## config.mk

```make
export PLATFORM = sky130hd
export DESIGN_NAME = k_repeat_max_subarray_sum
export DESIGN_NICKNAME = d
export VERILOG_FILES = /design/src/design/krss_pkg.sv /design/src/design/krss_accum.sv /design/src/design/krss_combine.sv /design/src/design/k_repeat_max_subarray_sum.sv
export SDC_FILE = /design/constraint.sdc
export NUM_CORES = 2
export LEC_CHECK = 0
export BUFFER_PORTS_ARGS = -buffer_cell sky130_fd_sc_hd__buf_2
export CORE_AREA = 10 10 378 380
export CTS_CLUSTER_DIAMETER = 150
export DETAILED_ROUTE_END_ITERATION = 8
export DIE_AREA = 0 0 388 390
export HOLD_SLACK_MARGIN = 0.06
export PLACE_DENSITY_LB_ADDON = 0.15
export SETUP_SLACK_MARGIN = 0.5
export SYNTH_ARGS = -nofsm -noshare
export SYNTH_HDL_FRONTEND = slang
export SYNTH_SLANG_ARGS = --single-unit
```

## constraint.sdc

```tcl
create_clock -name clk -period 13.1 [get_ports clk]
set_clock_uncertainty 0.05 [all_clocks]
set_input_delay 1.965 -clock clk [delete_from_list [all_inputs] [get_ports clk]]
set_output_delay 1.965 -clock clk [all_outputs]
set_load 0.1 [all_outputs]
```

## src/design/krss_pkg.sv

```systemverilog
// Shared constants, widths and the end-of-array summary type for the
// repeated-array maximum subarray sum block. No dependencies.
package krss_pkg;

	localparam int MAX_LEN = 4096;
	localparam int ELEM_W  = 16;
	localparam int REP_W   = 16;
	localparam int OUT_W   = 48;

	// Count saturates one above the length limit to flag an overlong array.
	localparam int CNT_W = $clog2(MAX_LEN + 2);
	// Running sums: element width plus growth over MAX_LEN adds, plus headroom.
	localparam int SUM_W  = ELEM_W + $clog2(MAX_LEN) + 2;
	localparam int BASE_W = SUM_W + 2;
	localparam int PROD_W = SUM_W + REP_W + 1;

	localparam logic [CNT_W-1:0] CNT_LIMIT = CNT_W'(MAX_LEN);
	localparam logic [CNT_W-1:0] CNT_OVER  = CNT_W'(MAX_LEN + 1);

	localparam logic [REP_W-1:0] REP_RESET = REP_W'(1);
	localparam logic [REP_W-1:0] REP_ONE   = REP_W'(1);
	localparam logic [REP_W-1:0] REP_TWO   = REP_W'(2);

	localparam logic signed [SUM_W-1:0] SUM_NEG_INIT = {1'b1, {(SUM_W-1){1'b0}}};

	// APB register map: one word register at byte address 0.
	localparam int APB_AW  = 3;
	localparam int APB_DW  = 32;
	localparam int REG_IDX_W = APB_AW - 2;
	localparam logic [REG_IDX_W-1:0] REG_REPEAT_COUNT = REG_IDX_W'(0);

	// Running values captured at the last element of an array.
	typedef struct packed {
		logic signed [SUM_W-1:0] kad_best;
		logic signed [SUM_W-1:0] total;
		logic signed [SUM_W-1:0] best_prefix;
		logic signed [SUM_W-1:0] min_prefix;
		logic                    too_long;
	} krss_snap_t;

endpackage

```

## src/design/krss_accum.sv

```systemverilog
// Input register and per-element running sums (Kadane, prefix, best and
// minimum prefix). Captures a summary at each last element. Uses krss_pkg.
module krss_accum (
	input  logic                       clk,
	input  logic                       arst_n,
	input  logic                       en,
	input  logic                       in_valid,
	input  logic [krss_pkg::ELEM_W-1:0] in_element,
	input  logic                       in_last,
	output logic                       snap_valid,
	output krss_pkg::krss_snap_t       snap
);
	import krss_pkg::*;

	logic                    valid_s1;
	logic [ELEM_W-1:0]       element_s1;
	logic                    last_s1;
	logic                    valid_s2;
	krss_snap_t              snap_s2;

	logic signed [SUM_W-1:0] kcur_q, kbest_q, pre_q, bpre_q, minp_q;
	logic [CNT_W-1:0]        cnt_q;

	logic signed [SUM_W-1:0] x;
	logic signed [SUM_W-1:0] kcur_n, kbest_n, pre_n, bpre_n, minp_n, ksum;
	logic [CNT_W-1:0]        cnt_n;
	logic                    counting;
	krss_snap_t              snap_n;

	always_comb begin
		x        = SUM_W'($signed(element_s1));
		counting = cnt_q < CNT_LIMIT;
		ksum     = kcur_q + x;
		if (counting) begin
			minp_n  = (pre_q < minp_q) ? pre_q : minp_q;
			pre_n   = pre_q + x;
			bpre_n  = (pre_n > bpre_q) ? pre_n : bpre_q;
			kbest_n = (ksum > kbest_q) ? ksum : kbest_q;
			kcur_n  = (ksum < 0) ? '0 : ksum;
			cnt_n   = cnt_q + CNT_W'(1);
		end else begin
			minp_n  = minp_q;
			pre_n   = pre_q;
			bpre_n  = bpre_q;
			kbest_n = kbest_q;
			kcur_n  = kcur_q;
			cnt_n   = CNT_OVER;
		end
		snap_n.kad_best    = kbest_n;
		snap_n.total       = pre_n;
		snap_n.best_prefix = bpre_n;
		snap_n.min_prefix  = minp_n;
		snap_n.too_long    = cnt_n > CNT_LIMIT;
	end

	always_ff @(posedge clk or negedge arst_n) begin
		if (!arst_n) begin
			valid_s1 <= 1'b0;
			valid_s2 <= 1'b0;
			kcur_q   <= '0;
			kbest_q  <= SUM_NEG_INIT;
			pre_q    <= '0;
			bpre_q   <= SUM_NEG_INIT;
			minp_q   <= '0;
			cnt_q    <= '0;
		end else if (en) begin
			valid_s1 <= in_valid;
			valid_s2 <= valid_s1 && last_s1;
			if (valid_s1) begin
				if (last_s1) begin
					kcur_q  <= '0;
					kbest_q <= SUM_NEG_INIT;
					pre_q   <= '0;
					bpre_q  <= SUM_NEG_INIT;
					minp_q  <= '0;
					cnt_q   <= '0;
				end else begin
					kcur_q  <= kcur_n;
					kbest_q <= kbest_n;
					pre_q   <= pre_n;
					bpre_q  <= bpre_n;
					minp_q  <= minp_n;
					cnt_q   <= cnt_n;
				end
			end
		end
	end

	always_ff @(posedge clk) begin
		if (en) begin
			element_s1 <= in_element;
			last_s1    <= in_last;
			snap_s2    <= snap_n;
		end
	end

	assign snap_valid = valid_s2;
	assign snap       = snap_s2;

endmodule

```

## src/design/krss_combine.sv

```systemverilog
// Final result: prefix/suffix join, repeat multiply, then compare against
// the Kadane best into the output register. Uses krss_pkg.
module krss_combine (
	input  logic                        clk,
	input  logic                        arst_n,
	input  logic                        en,
	input  logic                        snap_valid,
	input  krss_pkg::krss_snap_t        snap,
	input  logic [krss_pkg::REP_W-1:0]  repeat_count,
	output logic                        out_valid,
	output logic [krss_pkg::OUT_W-1:0]  max_sum,
	output logic                        too_long
);
	import krss_pkg::*;

	logic signed [BASE_W-1:0] base_n, base_s3;
	logic signed [PROD_W-1:0] prod_n, prod_s3;
	logic [REP_W-1:0]         times;
	logic                     use_mul_s3, multi_s3, too_long_s3, valid_s3;
	logic signed [SUM_W-1:0]  kad_s3;

	logic signed [OUT_W-1:0]  cand, kad_w, result;
	logic                     out_valid_q, too_long_q;
	logic [OUT_W-1:0]         max_sum_q;

	always_comb begin
		// Best suffix is the total less the minimum proper prefix.
		base_n = BASE_W'(snap.best_prefix) + BASE_W'(snap.total) - BASE_W'(snap.min_prefix);
		times  = repeat_count - REP_TWO;
		prod_n = PROD_W'(snap.total) * PROD_W'($signed({1'b0, times}));
	end

	always_comb begin
		cand   = use_mul_s3 ? OUT_W'(base_s3) + OUT_W'(prod_s3) : OUT_W'(base_s3);
		kad_w  = OUT_W'(kad_s3);
		result = (multi_s3 && (cand > kad_w)) ? cand : kad_w;
	end

	always_ff @(posedge clk or negedge arst_n) begin
		if (!arst_n) begin
			valid_s3    <= 1'b0;
			out_valid_q <= 1'b0;
		end else if (en) begin
			valid_s3    <= snap_valid;
			out_valid_q <= valid_s3;
		end
	end

	always_ff @(posedge clk) begin
		if (en) begin
			base_s3     <= base_n;
			prod_s3     <= prod_n;
			use_mul_s3  <= (snap.total > 0) && (repeat_count > REP_TWO);
			multi_s3    <= repeat_count > REP_ONE;
			kad_s3      <= snap.kad_best;
			too_long_s3 <= snap.too_long;
			max_sum_q   <= result;
			too_long_q  <= too_long_s3;
		end
	end

	assign out_valid = out_valid_q;
	assign max_sum   = max_sum_q;
	assign too_long  = too_long_q;

endmodule

```

## src/design/k_repeat_max_subarray_sum.sv

```systemverilog
// Top level of the repeated-array maximum subarray sum block: stream ports,
// APB register, assertions. Depends on krss_pkg, krss_accum, krss_combine.
//
//  Channel   Direction  Transfer when            Content
//  s_*       in         s_tvalid & s_tready      tdata[15:0] element, tlast ends array
//  m_*       out        m_tvalid & m_tready      tdata[47:0] max_sum, tuser[0] too_long
//  APB       in         psel&penable&pwrite      byte 0: repeat_count[15:0]
//
// One element is taken every clock while the output side keeps up; the
// throughput is set by the combinational running-sum update in krss_accum.
// After its last element is transferred, a result passes the input register,
// running sums, join and multiply, and output register before it leaves.
// The whole pipeline advances together; it stalls only while a result sits
// in the output register and m_tready is low, and bubbles move with it.
// Reset initialises the running sums, clears all valid bits and sets repeat_count to 1.
module k_repeat_max_subarray_sum (
	input  logic                          clk,
	input  logic                          arst_n,
	// Input stream.
	input  logic                          s_tvalid,
	output logic                          s_tready,
	input  logic [15:0]                   s_tdata,   // [15:0] element
	input  logic                          s_tlast,
	// Output stream.
	output logic                          m_tvalid,
	input  logic                          m_tready,
	output logic [47:0]                   m_tdata,   // [47:0] max_sum
	output logic [0:0]                    m_tuser,   // [0] too_long
	// Configuration port.
	input  logic                          psel,
	input  logic                          penable,
	input  logic                          pwrite,
	input  logic [krss_pkg::APB_AW-1:0]   paddr,
	input  logic [krss_pkg::APB_DW-1:0]   pwdata,
	output logic [krss_pkg::APB_DW-1:0]   prdata,
	output logic                          pready
);
	import krss_pkg::*;

	logic              en;
	logic [REP_W-1:0]  repeat_q;
	logic              reg_hit;
	logic              snap_valid;
	krss_snap_t        snap;
	logic [OUT_W-1:0]  max_sum;
	logic              too_long;

	// The pipeline moves whenever the output register is empty or drained.
	assign en       = !m_tvalid || m_tready;
	assign s_tready = en;

	// Register file: a single word, written in the APB access phase.
	assign pready  = 1'b1;
	assign reg_hit = paddr[APB_AW-1:2] == REG_REPEAT_COUNT;
	assign prdata  = reg_hit ? APB_DW'(repeat_q) : '0;

	always_ff @(posedge clk or negedge arst_n) begin
		if (!arst_n) begin
			repeat_q <= REP_RESET;
		end else if (psel && penable && pwrite && pready && reg_hit) begin
			repeat_q <= pwdata[REP_W-1:0];
		end
	end

	krss_accum u_accum (
		.clk        (clk),
		.arst_n     (arst_n),
		.en         (en),
		.in_valid   (s_tvalid),
		.in_element (s_tdata[ELEM_W-1:0]),
		.in_last    (s_tlast),
		.snap_valid (snap_valid),
		.snap       (snap)
	);

	krss_combine u_combine (
		.clk          (clk),
		.arst_n       (arst_n),
		.en           (en),
		.snap_valid   (snap_valid),
		.snap         (snap),
		.repeat_count (repeat_q),
		.out_valid    (m_tvalid),
		.max_sum      (max_sum),
		.too_long     (too_long)
	);

	assign m_tdata    = max_sum;
	assign m_tuser[0] = too_long;

	// Every prefix is a subarray, so Kadane's best can never fall below it.
	a_kad_ge_prefix: assert property (@(posedge clk) disable iff (!arst_n)
		snap_valid |-> snap.kad_best >= snap.best_prefix)
		else $error("Kadane best below best prefix");

	// The same holds for the best suffix, total minus minimum proper prefix.
	a_kad_ge_suffix: assert property (@(posedge clk) disable iff (!arst_n)
		snap_valid |-> (BASE_W'(snap.kad_best)
			>= BASE_W'(snap.total) - BASE_W'(snap.min_prefix)))
		else $error("Kadane best below best suffix");

	// The empty prefix is always a candidate, so the minimum never exceeds zero.
	a_min_prefix_nonpos: assert property (@(posedge clk) disable iff (!arst_n)
		snap_valid |-> snap.min_prefix <= 0)
		else $error("minimum proper prefix above zero");

	// A stalled result must stay in the output register until taken.
	a_stall_holds: assert property (@(posedge clk) disable iff (!arst_n)
		m_tvalid && !m_tready |=> m_tvalid && $stable(max_sum) && $stable(too_long))
		else $error("output changed while stalled");

endmodule

```

* Word level (Yosys, flattened, before mapping) *
Cells that the tools add are included.

word-level totals
  flip-flop bits (word level) = 482
  input port bits = 59
  output and inout port bits = 84
  logic and storage cells = 75

cells by class
  $add $sub $neg = 7
  $mul = 1
  order comparisons = 10
  muxes and demuxes = 19
  bitwise gates (word level) = 1
  reductions and logical operators = 11

operators with widths
  kind                   number
  $mux 30                14
  $mux 48                2
  $add 30x16->30         2
  $gt 30x30->1           2
  $add 32x47->48         1
  $gt 48x30->1           1
  $mul 30x17->47         1
  $sub 31x30->32         1
  $add 30x30->31         1
  $gt 30x1->1 const B    1
  $lt 30x1->1 const B    1
  $lt 30x30->1           1
  $mux 13                2
  $gt 16x1->1 const B    1
  $gt 16x2->1 const B    1
  $mux 16                1
  $sub 16x2->16 const B  1
  $add 13x1->13 const B  1
  $gt 13x13->1 const B   1
  $lt 13x13->1 const B   1
  $logic_and 1x1->1      6
  $reduce_and 3->1       1
  $reduce_and 2->1       1
  $reduce_bool 2->1      1
  3 further kinds        3

* Longest topological paths before layout *
  depth in word-level cells = 5
  gate-level depth with buffers = 32
  gate-level depth less buffers = 28

* Hierarchy *
Synthesis repeated with hierarchy kept, for this count alone.

unflattened totals
  cells, all modules = 4,879
  area, all modules = 47,648.2 µm²

by module, submodules not included
  module                     times used  cells an instance  area an instance (µm²)
  krss_combine               1           3,129              29,021.6
  krss_accum                 1           1,679              17,719.5
  k_repeat_max_subarray_sum  1           71                 907.1

* Least setup slack after synthesis *
OpenSTA, ideal clock, no wires.

  path kind = input-to-reg
  start = input port m_tready
  end = register u_accum.kbest_q[11]
  setup time = 0.066 ns
  arrival time = 14.148 ns
  slack = -1.164 ns
  stages = 8
  buffers on the path = 3
  cell sequence = nand2b_1 -> clkbuf_1 -> nand2_1 -> nor2_1 -> and2_0 -> clkbuf_1 -> clkbuf_1 -> a22o_1

between the ends
  word-level cells in the longest chain between the ends = 2

RTL lines
  element                            RTL line                         source
  start: declaration                 k_repeat_max_subarray_sum.sv:26  input logic m_tready,
  $logic_or 1x1->1                   k_repeat_max_subarray_sum.sv:49  assign en = !m_tvalid || m_tready;
  named net s_tready                 k_repeat_max_subarray_sum.sv:21  output logic s_tready,
  $reduce_and 2->1 (no source line)  --
  end signal: assignment             krss_accum.sv:79                 kbest_q <= kbest_n;
  end: declaration                   krss_accum.sv:21                 logic signed [SUM_W-1:0] kcur_q, kbest_q, pre_q, bpre_q, minp_q;

The timed path passes the listed nets, and every way through them passes these cells.
A chain may end at the register's enable or synchronous reset.

* Worst setup path in the final report *
  start = register repeat_q[6]
  end = register u_combine.prod_s3[44], data pin

between the ends
  word-level cells in the longest chain between the ends = 2

RTL lines
  element                         RTL line                         source
  start: declaration              k_repeat_max_subarray_sum.sv:41  logic [REP_W-1:0] repeat_q;
  start signal: assignment        k_repeat_max_subarray_sum.sv:61  repeat_q <= pwdata[REP_W-1:0];
  $sub 16x2->16                   krss_combine.sv:29               times = repeat_count - REP_TWO;
  $mul 30x17->47                  krss_combine.sv:30               prod_n = PROD_W'(snap.total) * PROD_W'($signed({1'b0, times}));
  named net u_combine.prod_n[44]  krss_combine.sv:17               logic signed [PROD_W-1:0] prod_n, prod_s3;
  end signal: assignment          krss_combine.sv:52               prod_s3 <= prod_n;
  end: declaration                krss_combine.sv:17

The timed path passes the listed nets, and every way through them passes these cells.

==> results.json <==
{
  "seqCellArea_um2": 13500,
  "max_cap_violations": 0,
  "grt_max_degree": 159,
  "synth_top_flop_cell": "edfxtp_1",
  "cts_tree": "yes",
  "port-buffer-count": 107,
  "pin_count": 143,
  "grt_setup_unrepaired": "no",
  "die_area_um2": 151000,
  "period_minus_slack_ns": 10.0,
  "seq_area_frac_synth_pct": 28.8,
  "fp.dieH_um": 390,
  "layout_common_cells": "846 x inv_1, 494 x fa_1, 457 x nand2_1, 389 x ha_1, 299 x edfxtp_1",
  "fmax_mhz": 100,
  "die_w_um": 388,
  "yosys_warnings": 0,
  "fp-row-count": 135,
  "wirelength_um": 143000,
  "endpoint_kind": "register",
  "antenna_found_initial": 4,
  "multi_input_area_um2": 29800,
  "first_global_vias": 35700,
  "hpwl_um": 110000,
  "nets": 5793,
  "grt_pass1_wl_um": 221000,
  "viasPerCell": 5.16,
  "tns_ns": 0,
  "post-route-util_pct": 38.2,
  "cts_buffer_depth": 3,
  "ys_seq_elements": 481,
  "wl_per_cell_um": 21.3,
  "h-tree-depth": 2,
  "post-place-cells": 6573,
  "synth_area_um2": 47100,
  "clk_latency_ns": 0.69,
  "synthCells": 4812,
  "final_common_cell": "inv_1",
  "via_count": 34500,
  "relSlewSlack_pct": 23.2,
  "startpoint_type": "register",
  "min_path_type": "register to register",
  "tightest_slew_ns": 1.15,
  "start_util_pct": 34.9,
  "setup_viol": 0,
  "ctsResizeCount": 0,
  "synthArstFlopShare_pct": 37.8,
  "status": "complete, no violations",
  "critical_path_arrival_ns": 10.32,
  "instances_no_fill": 6685,
  "cts_buffers": 57,
  "path_clk_slew_ns": 0.06,
  "hold_viol": 0,
  "dr.first_iter.drc_count": 2202,
  "globalRouteOverflowTotal": 0,
  "routabilityCongestion": 0.851,
  "synth-edff-count": 299,
  "fin_crit_sh_pct": 76.3,
  "area_growth_pct": 9.70,
  "cts_setup_buffers": 0,
  "numClockSinks": 481,
  "grtUsageTotal_pct": 18.7,
  "cts_root_buffer": "clkbuf_16",
  "syn_area_per_cell_um2": 9.78,
  "critPathKind": "register to register",
  "hold_buffers": 0,
  "drc_errors": 0,
  "drtPass1Iterations": 5,
  "crit_fanout": 30,
  "drv_slew": 0,
  "drive_gt1_share_pct": 8.78,
  "ys_types": 91,
  "crit_required_ns": 13.42,
  "coreArea_um2": 135000,
  "fill_cells": 13600,
  "ant_nets": 0
}
[registers in the layout (all words and copies together), names as in the netlist, 13 cells and up]
register and count:
u_accum.snap 121, u_combine.max_sum 48, u_combine.prod_s3 47, u_combine.base_s3 32
u_accum.bpre_q 30, u_accum.kbest_q 30, u_accum.minp_q 30, u_accum.pre_q 30
u_combine.kad_s3 30, u_accum.kcur_q 29, repeat_q 16, u_accum.element_s1 16
u_accum.cnt_q 13
[metrics by stage]
stage / cell area, um^2 / worst slack, ns / hold WS [ns]
after floorplan: 47100 / 4.55 / 0.350
after global placement: 49600 / 2.93 / 0.353
after detailed placement: 49600 / 2.97 / 0.355
after CTS: 51600 / 2.86 / 0.364
after global routing: 51600 / 2.47 / 0.373
final: 51600 / 3.10 / 0.363
[cells by family (layout without fill, tap and decap cells)]
family / after synthesis / after routing / synth area share (%)
buffers and inverters: 1041 / 1114 / 8.47
DFF: 481 / 481 / 28.8
muxes: 138 / 138 / 3.30
other: 2 / 21 / 0.0160
adders and majority gates: 883 / 883 / 31.4
xor gates and xnor gates: 178 / 178 / 3.31
AOI/OAI and AO/OA: 915 / 915 / 13.3
and+or+nand+nor: 1174 / 1174 / 11.5
[worst paths after layout]
kind	end	from	depth (start not counted)	slack, ns
max	u_combine.prod_s3[44]	repeat_q[6]	23	3.10
min	u_combine.kad_s3[2]	u_accum.snap[93]	0	0.36
max reg2reg	u_combine.prod_s3[44]	repeat_q[6]	23	3.10
min reg2reg	u_combine.kad_s3[2]	u_accum.snap[93]	0	0.36
max in group asynchronous	repeat_q[8]	arst_n	3	9.52
min in group asynchronous	u_accum.kcur_q[16]	arst_n	1	1.25
[cell type report]
cell class | count | share of cell area, %
antenna | 4 | 0.0194
multi-input combinational | 3305 | 57.6
sequential | 481 | 26.2
clock inverter | 44 | 0.957
tap | 1781 | 4.32
clock buffer | 64 | 2.85
timing repair buffer | 157 | 1.81
inverter | 849 | 6.17
[cell usage after synthesis (6+ instances only)]
| cell type | count | area (um^2) |
|---|---|---|
| inv_1 | 846 | 3180 |
| fa_1 | 494 | 9890 |
| nand2_1 | 458 | 1720 |
| ha_1 | 389 | 4870 |
| edfxtp_1 | 299 | 8980 |
| nor2_1 | 297 | 1110 |
| a21oi_1 | 228 | 1140 |
| dfrtp_1 | 179 | 4480 |
| clkbuf_1 | 158 | 593 |
| o21ai_0 | 149 | 746 |
| a21o_1 | 139 | 1040 |
| mux2_2 | 123 | 1390 |
| xnor2_1 | 122 | 1070 |
| a22o_1 | 114 | 998 |
| and2_1 | 73 | 457 |
| nand3_1 | 69 | 345 |
| xor2_1 | 56 | 490 |
| nand2b_1 | 45 | 282 |
| nand4_1 | 45 | 282 |
| nor2b_1 | 40 | 250 |
| nor3_1 | 39 | 195 |
| o21bai_1 | 31 | 233 |
| and3_1 | 30 | 188 |
| a31oi_1 | 25 | 156 |
| a211oi_1 | 24 | 180 |
| o21a_1 | 24 | 180 |
| o221ai_1 | 22 | 193 |
| o31ai_1 | 22 | 165 |
| buf_4 | 17 | 128 |
| nor4_1 | 17 | 106 |
| or3_1 | 14 | 87.6 |
| o211ai_1 | 13 | 97.6 |
| a211o_1 | 12 | 105 |
| mux2i_1 | 11 | 110 |
| buf_1 | 9 | 33.8 |
| or2_2 | 9 | 56.3 |
| a221oi_1 | 8 | 70.1 |
| a2111oi_0 | 7 | 61.3 |
| a311o_1 | 7 | 70.1 |
| a311oi_1 | 7 | 61.3 |
| buf_2 | 7 | 35.0 |
| nor4b_1 | 7 | 61.3 |
| a21boi_0 | 6 | 45.0 |
[critical path, cell delays in order (launching register included)]
cell and delay (ns):
dfrtp_1 0.51, or4_1 0.65, nor4_1 0.57, nand2_1 0.17
nor2_1 0.28, xor2_4 0.81, and2_1 0.26, fa_1 0.45
fa_1 0.57, fa_1 0.45, fa_1 0.49, fa_1 0.51
inv_1 0.05, fa_1 0.47, inv_1 0.05, ha_1 0.39
and3_1 0.23, nand4_1 0.18, o221a_2 0.33, nor3b_1 0.18
a2111oi_0 0.98, o21ai_0 0.50, a31oi_1 0.41, o311ai_0 0.18
[layer usage]
layer / vias up / routed length (um) / part of all wire [%] / GRT usage, %
li1: 16100 / - / - / -
met1: 17500 / 67000 / 47 / 26.3
met2: 767 / 66200 / 46 / 31.2
met3: 131 / 6970 / 4.9 / 2.33
met4: 2 / 2500 / 1.8 / 3.47
met5: - / 13 / 0.0091 / 0
Power is not shown: default switching activity piles up to over one toggle a cycle in this logic, so the estimate is an artifact.
